===== config.mk =====
export PLATFORM = sky130hd
export DESIGN_NAME = prt_ram
export DESIGN_NICKNAME = d
export VERILOG_FILES = /design/src/hdl/priority_round_robin_thread_scheduler_macros.svh /design/src/hdl/prt_ram.sv
export SDC_FILE = /design/constraint.sdc
export NUM_CORES = 1
export LEC_CHECK = 0
export BUFFER_PORTS_ARGS = -buffer_cell sky130_fd_sc_hd__buf_2
export CORE_MARGIN = 2
export CORE_UTILIZATION = 45
export DETAILED_ROUTE_END_ITERATION = 16
export GPL_TIMING_DRIVEN = 1
export PLACE_DENSITY = 0.66
export SYNTH_ARGS = -nofsm -noshare
export SYNTH_HDL_FRONTEND = slang
export SYNTH_SLANG_ARGS = --single-unit

===== constraint.sdc =====
create_clock -name clk_i -period 2.5 [get_ports clk_i]
set_input_delay 0.625 -clock clk_i [delete_from_list [all_inputs] [get_ports clk_i]]
set_output_delay 0.625 -clock clk_i [all_outputs]
set_load 0.01 [all_outputs]

===== src/hdl/priority_round_robin_thread_scheduler_macros.svh =====
// Assertion macros for the thread scheduler block.
// Included by the top level; relies on clk_i and rst_ni in the including scope.
`ifndef PRIORITY_ROUND_ROBIN_THREAD_SCHEDULER_MACROS_SVH
`define PRIORITY_ROUND_ROBIN_THREAD_SCHEDULER_MACROS_SVH
`ifndef NO_ASSERTIONS
// Same-cycle implication, checked at every clock edge outside reset.
`define PRT_ASSERT(lbl, ante, cons) \
  lbl: assert property (@(posedge clk_i) disable iff (!rst_ni) (ante) |-> (cons)) \
    else $error("scheduler assertion failed");
// Next-cycle implication.
`define PRT_ASSERT_NX(lbl, ante, cons) \
  lbl: assert property (@(posedge clk_i) disable iff (!rst_ni) (ante) |=> (cons)) \
    else $error("scheduler assertion failed");
`else
`define PRT_ASSERT(lbl, ante, cons)
`define PRT_ASSERT_NX(lbl, ante, cons)
`endif
`endif


===== src/hdl/prt_ram.sv =====
// Generic single-write, single-read RAM with a registered read port.
// No dependencies.
module prt_ram #(
  parameter int WIDTH = 8,
  parameter int DEPTH = 64
) (
  input  logic                     clk_i,
  input  logic                     we_i,
  input  logic [$clog2(DEPTH)-1:0] waddr_i,
  input  logic [WIDTH-1:0]         wdata_i,
  input  logic [$clog2(DEPTH)-1:0] raddr_i,
  output logic [WIDTH-1:0]         rdata_o
);

  logic [WIDTH-1:0] mem [DEPTH];

  always_ff @(posedge clk_i) begin
    if (we_i) begin
      mem[waddr_i] <= wdata_i;
    end
    rdata_o <= mem[raddr_i];
  end

endmodule


==> flow_results.xml <==
<?xml version="1.0" encoding="UTF-8"?>
<metrics>
  <group name="timing">
    <metric name="worst_pin_slew" unit="ns">0.6447</metric>
    <metric name="final_min_period_over_clock_period" unit="">0.8384</metric>
    <metric name="slew_viol_final" unit="">0</metric>
    <metric name="final.hold.worst_slack" unit="ns">0.4691</metric>
    <metric name="max_clock_freq" unit="GHz">0.4771</metric>
    <metric name="setup_repair_after_global_routing_missed_its_margin" unit="">no</metric>
    <metric name="hold_violations" unit="">0</metric>
    <metric name="maxSlewHeadroom" unit="">0.5702</metric>
    <metric name="post-route-min-period" unit="ns">2.096</metric>
    <metric name="finClkSkew" unit="ns">0.01495</metric>
    <metric name="finalSetupViolCount" unit="">0</metric>
  </group>
  <group name="routing">
    <metric name="detail_route.drc_violations" unit="">0</metric>
    <metric name="routed_wl" unit="mm">45.27</metric>
    <metric name="drt-pass1-iter-count" unit="">5</metric>
    <metric name="vias_per_cell" unit="">5.686</metric>
    <metric name="route.top_layer_used" unit="">met5</metric>
    <metric name="met2_wirelength" unit="mm">22.15</metric>
    <metric name="met1Wirelength" unit="mm">18.27</metric>
    <metric name="dr_total_vias" unit="">10020</metric>
    <metric name="met3RoutedLength" unit="mm">3.656</metric>
    <metric name="drtAntennaViolNets" unit="">0</metric>
    <metric name="dr.first_iter.drc_count" unit="">908</metric>
    <metric name="routed_wire_length_per_instance" unit="um">25.69</metric>
  </group>
  <group name="synth">
    <metric name="synthesis_warnings" unit="">0</metric>
    <metric name="netlist_area" unit="sq mm">0.02017</metric>
    <metric name="synthesis_stage_register_bit_count" unit="">520</metric>
    <metric name="synth_seq_area_share" unit="">0.7703</metric>
    <metric name="yosys.area.top_type_share" unit="">0.7624</metric>
    <metric name="post_synth_main_area_contributors" unit="">edfxtp_1 76%, mux4_2 14%, nor2_1 1.5%, mux2i_1 1.1%, dfxtp_1 0.79%</metric>
    <metric name="synthesis.area_per_instance" unit="sq um">21.45</metric>
    <metric name="cells_after_synthesis" unit="">940</metric>
    <metric name="yosysTopAreaCell" unit="">edfxtp_1</metric>
    <metric name="synth.most_common_cell" unit="">edfxtp_1</metric>
    <metric name="synth-async-reset-ratio" unit="">0</metric>
    <metric name="synth-edff-count" unit="">512</metric>
    <metric name="synth-main-ff-cell" unit="">edfxtp_1</metric>
    <metric name="netlist-cell-type-count" unit="">40</metric>
    <metric name="synth_common_cells" unit="">512 x edfxtp_1, 126 x mux4_2, 83 x nor2_1</metric>
    <metric name="syn_nets" unit="">962</metric>
  </group>
  <group name="clock_network">
    <metric name="post-cts-setup-buffers" unit="">0</metric>
    <metric name="cts_tree" unit="">built</metric>
    <metric name="post_cts.resized_instances" unit="">0</metric>
    <metric name="cts-root-buf" unit="">clkbuf_16</metric>
    <metric name="clkSlewWorstSetupHoldPaths" unit="ns">0.06</metric>
    <metric name="cts_buffer_count" unit="">52</metric>
    <metric name="h-tree-depth" unit="">2</metric>
    <metric name="postCtsHoldBufs" unit="">0</metric>
    <metric name="number_of_sinks_on_the_clock_net" unit="">520</metric>
    <metric name="cts_buffer_depth" unit="">3</metric>
    <metric name="insertion_delay" unit="ns">0.59</metric>
  </group>
  <group name="worst_hold_path">
    <metric name="hp-start" unit="">raddr_i[5]</metric>
    <metric name="min_delay_worst_type" unit="">in -&gt; reg</metric>
  </group>
  <group name="worst_setup_path">
    <metric name="worst-setup-path-type" unit="">in -&gt; reg</metric>
    <metric name="cpPeakStageDelay" unit="ns">0.51</metric>
    <metric name="cp.arrival" unit="ns">2.56</metric>
    <metric name="required" unit="ns">2.96</metric>
    <metric name="critical_path.startpoint" unit="">raddr_i[0]</metric>
    <metric name="timing.critical_path.slowest_stage_cell" unit="">mux4_2</metric>
    <metric name="critical-path-top-cell-by-count" unit="">buf_4</metric>
    <metric name="timing.rr.start" unit="">mem[21][4]$_DFFE_PP_</metric>
    <metric name="path_max_fanout" unit="">15</metric>
    <metric name="crit_path_cell_trace" unit="">clkbuf_8 &gt; buf_4 &gt; buf_4 &gt; mux4_2 &gt; mux2i_1 &gt; o2111ai_1 &gt; nand2_1 &gt; o2bb2ai_1</metric>
    <metric name="startpoint_type" unit="">primary input</metric>
    <metric name="critPathCaptureType" unit="">register</metric>
  </group>
  <group name="die">
    <metric name="rows" unit="">77</metric>
    <metric name="die_x" unit="um">215.7</metric>
    <metric name="core" unit="sq mm">0.04422</metric>
    <metric name="initial_core_util" unit="">0.4560</metric>
    <metric name="die-height" unit="um">215.7</metric>
    <metric name="ioPinCount" unit="">30</metric>
    <metric name="die_footprint" unit="sq mm">0.04652</metric>
  </group>
  <group name="finish">
    <metric name="area_growth_syn_to_layout" unit="%">17.87</metric>
    <metric name="post_route_cells_drive_above_1_share" unit="">0.3376</metric>
    <metric name="antenna_cells_inserted" unit="">0</metric>
    <metric name="nNetsFinal" unit="">1148</metric>
    <metric name="layout.cells.non_filler" unit="">1762</metric>
    <metric name="postLayoutCoreUtil" unit="">0.5375</metric>
  </group>
  <group name="power">
    <metric name="power.net_switching" unit="mW">3.753</metric>
    <metric name="share_comb_of_total_power" unit="">0.054</metric>
    <metric name="ratio_of_total_power_to_cell_area" unit="mW/mm^2">767.4</metric>
    <metric name="power.ir.vdd_worst" unit="uV">445.7</metric>
    <metric name="power_switching_share" unit="">0.2057</metric>
    <metric name="static_leakage" unit="nW">7.729</metric>
    <metric name="p_seq_frac" unit="">0.531</metric>
    <metric name="power.clock.fraction" unit="">0.415</metric>
    <metric name="pint" unit="mW">14.49</metric>
  </group>
  <group name="grt">
    <metric name="grt_pass1_wl" unit="mm">68.08</metric>
    <metric name="vias_in_the_first_global_route" unit="">10410</metric>
    <metric name="grt_use_total" unit="">0.2008</metric>
    <metric name="antenna_violations_before_repair" unit="">2</metric>
    <metric name="overflow" unit="">0</metric>
    <metric name="grt_max_degree" unit="">40</metric>
  </group>
  <group name="placement">
    <metric name="detailedPlacementHpwl" unit="mm">29.83</metric>
    <metric name="numPortBuffers" unit="">29</metric>
    <metric name="gp_congestion" unit="">0.8181</metric>
    <metric name="placed_cells_incl_taps" unit="">1664</metric>
  </group>
  <group name="job">
    <metric name="drv.max_cap_violation_count" unit="">0</metric>
  </group>
  <group name="status">
    <metric name="run_status" unit="">finished, final reports clean</metric>
  </group>
</metrics>
per-stage QoR:
stage / worst slack (ns) / power [mW] / setup TNS (ns) / area, sq um
global route: 0.3018 / 18.82 / 0 / 23770
CTS: 0.4061 / 18.41 / 0 / 23770
global placement: -0.2168 / 10.85 / -0.8977 / 22110
detailed placement: -0.2198 / 10.86 / -1.007 / 22110
finish: 0.4039 / 18.24 / 0 / 23770
floorplan: 0.2073 / 10.37 / 0 / 20170
power groups by stage:
stage | Clock, mW | Sequential [mW] | Combinational (mW)
floorplan | 0 | 9.86 | 0.514
global placement | 0 | 9.86 | 0.982
detailed placement | 0 | 9.87 | 0.999
CTS | 7.73 | 9.68 | 1.00
global route | 8.07 | 9.68 | 1.07
finish | 7.57 | 9.68 | 0.991
path summary, 6_finish.rpt:
check,slack [ns],endpoint,depth (start not counted)
worst min-delay path,0.47,rdata_o[6]$_DFF_P_,3
worst max register to register,0.56,rdata_o[4]$_DFF_P_,6
worst max-delay path,0.40,rdata_o[0]$_DFF_P_,8
worst min register to register,0.81,rdata_o[6]$_DFF_P_,3
flip-flops by register name (all words and copies together) (netlist names):
| name | count |
|---|---|
| rdata_o | 8 |
| mem | 512 |
kinds of logic after synthesis:
| kind of cell | count (synthesis) | share of synthesized area |
|---|---|---|
| buf+inv | 51 | 0.01570 |
| compound gates | 54 | 0.02072 |
| flops | 520 | 0.7703 |
| mux | 162 | 0.1594 |
| simple gates | 153 | 0.03387 |
cell usage in the layout, fill, tap and decap left out, drive strengths merged, types with 3 or more instances in the layout:
cell / n
nor2: 83
a221oi: 6
nor3: 7
nor2b: 14
o21ai: 4
mux2i: 23
a211oi: 4
bufinv: 5
nand2: 19
clkinvlp: 4
o2bb2ai: 3
a21oi: 3
mux2: 13
a22oi: 3
dfxtp: 8
nand3: 13
clkbuf: 69
nand3b: 3
buf: 182
o2111ai: 3
o22ai: 8
mux4: 126
o221ai: 8
nand2b: 7
clkinv: 19
edfxtp: 512
area by class of cell:
class | count | area (sq um)
Clock buffer | 68 | 1383
Fill cell | 3324 | 20450
Clock inverter | 30 | 281.5
Tap cell | 592 | 740.7
Timing Repair Buffer | 183 | 1515
Multi-Input combinational cell | 369 | 4315
Sequential cell | 520 | 15530
per-layer routing:
layer / track usage / up-vias
met5: 0 / -
met4: 0.05954 / 4
met3: 0.05060 / 73
met2: 0.3221 / 402
met1: 0.2743 / 5233
li1: - / 4307
critical path, delay by kind of cell:
kind            cells  cell delay (ns)
compound gates      2             0.30
simple gates        1             0.24
mux                 2             0.70
buf+inv             3             0.67
Note: power is estimated with default switching activity, not from simulation.
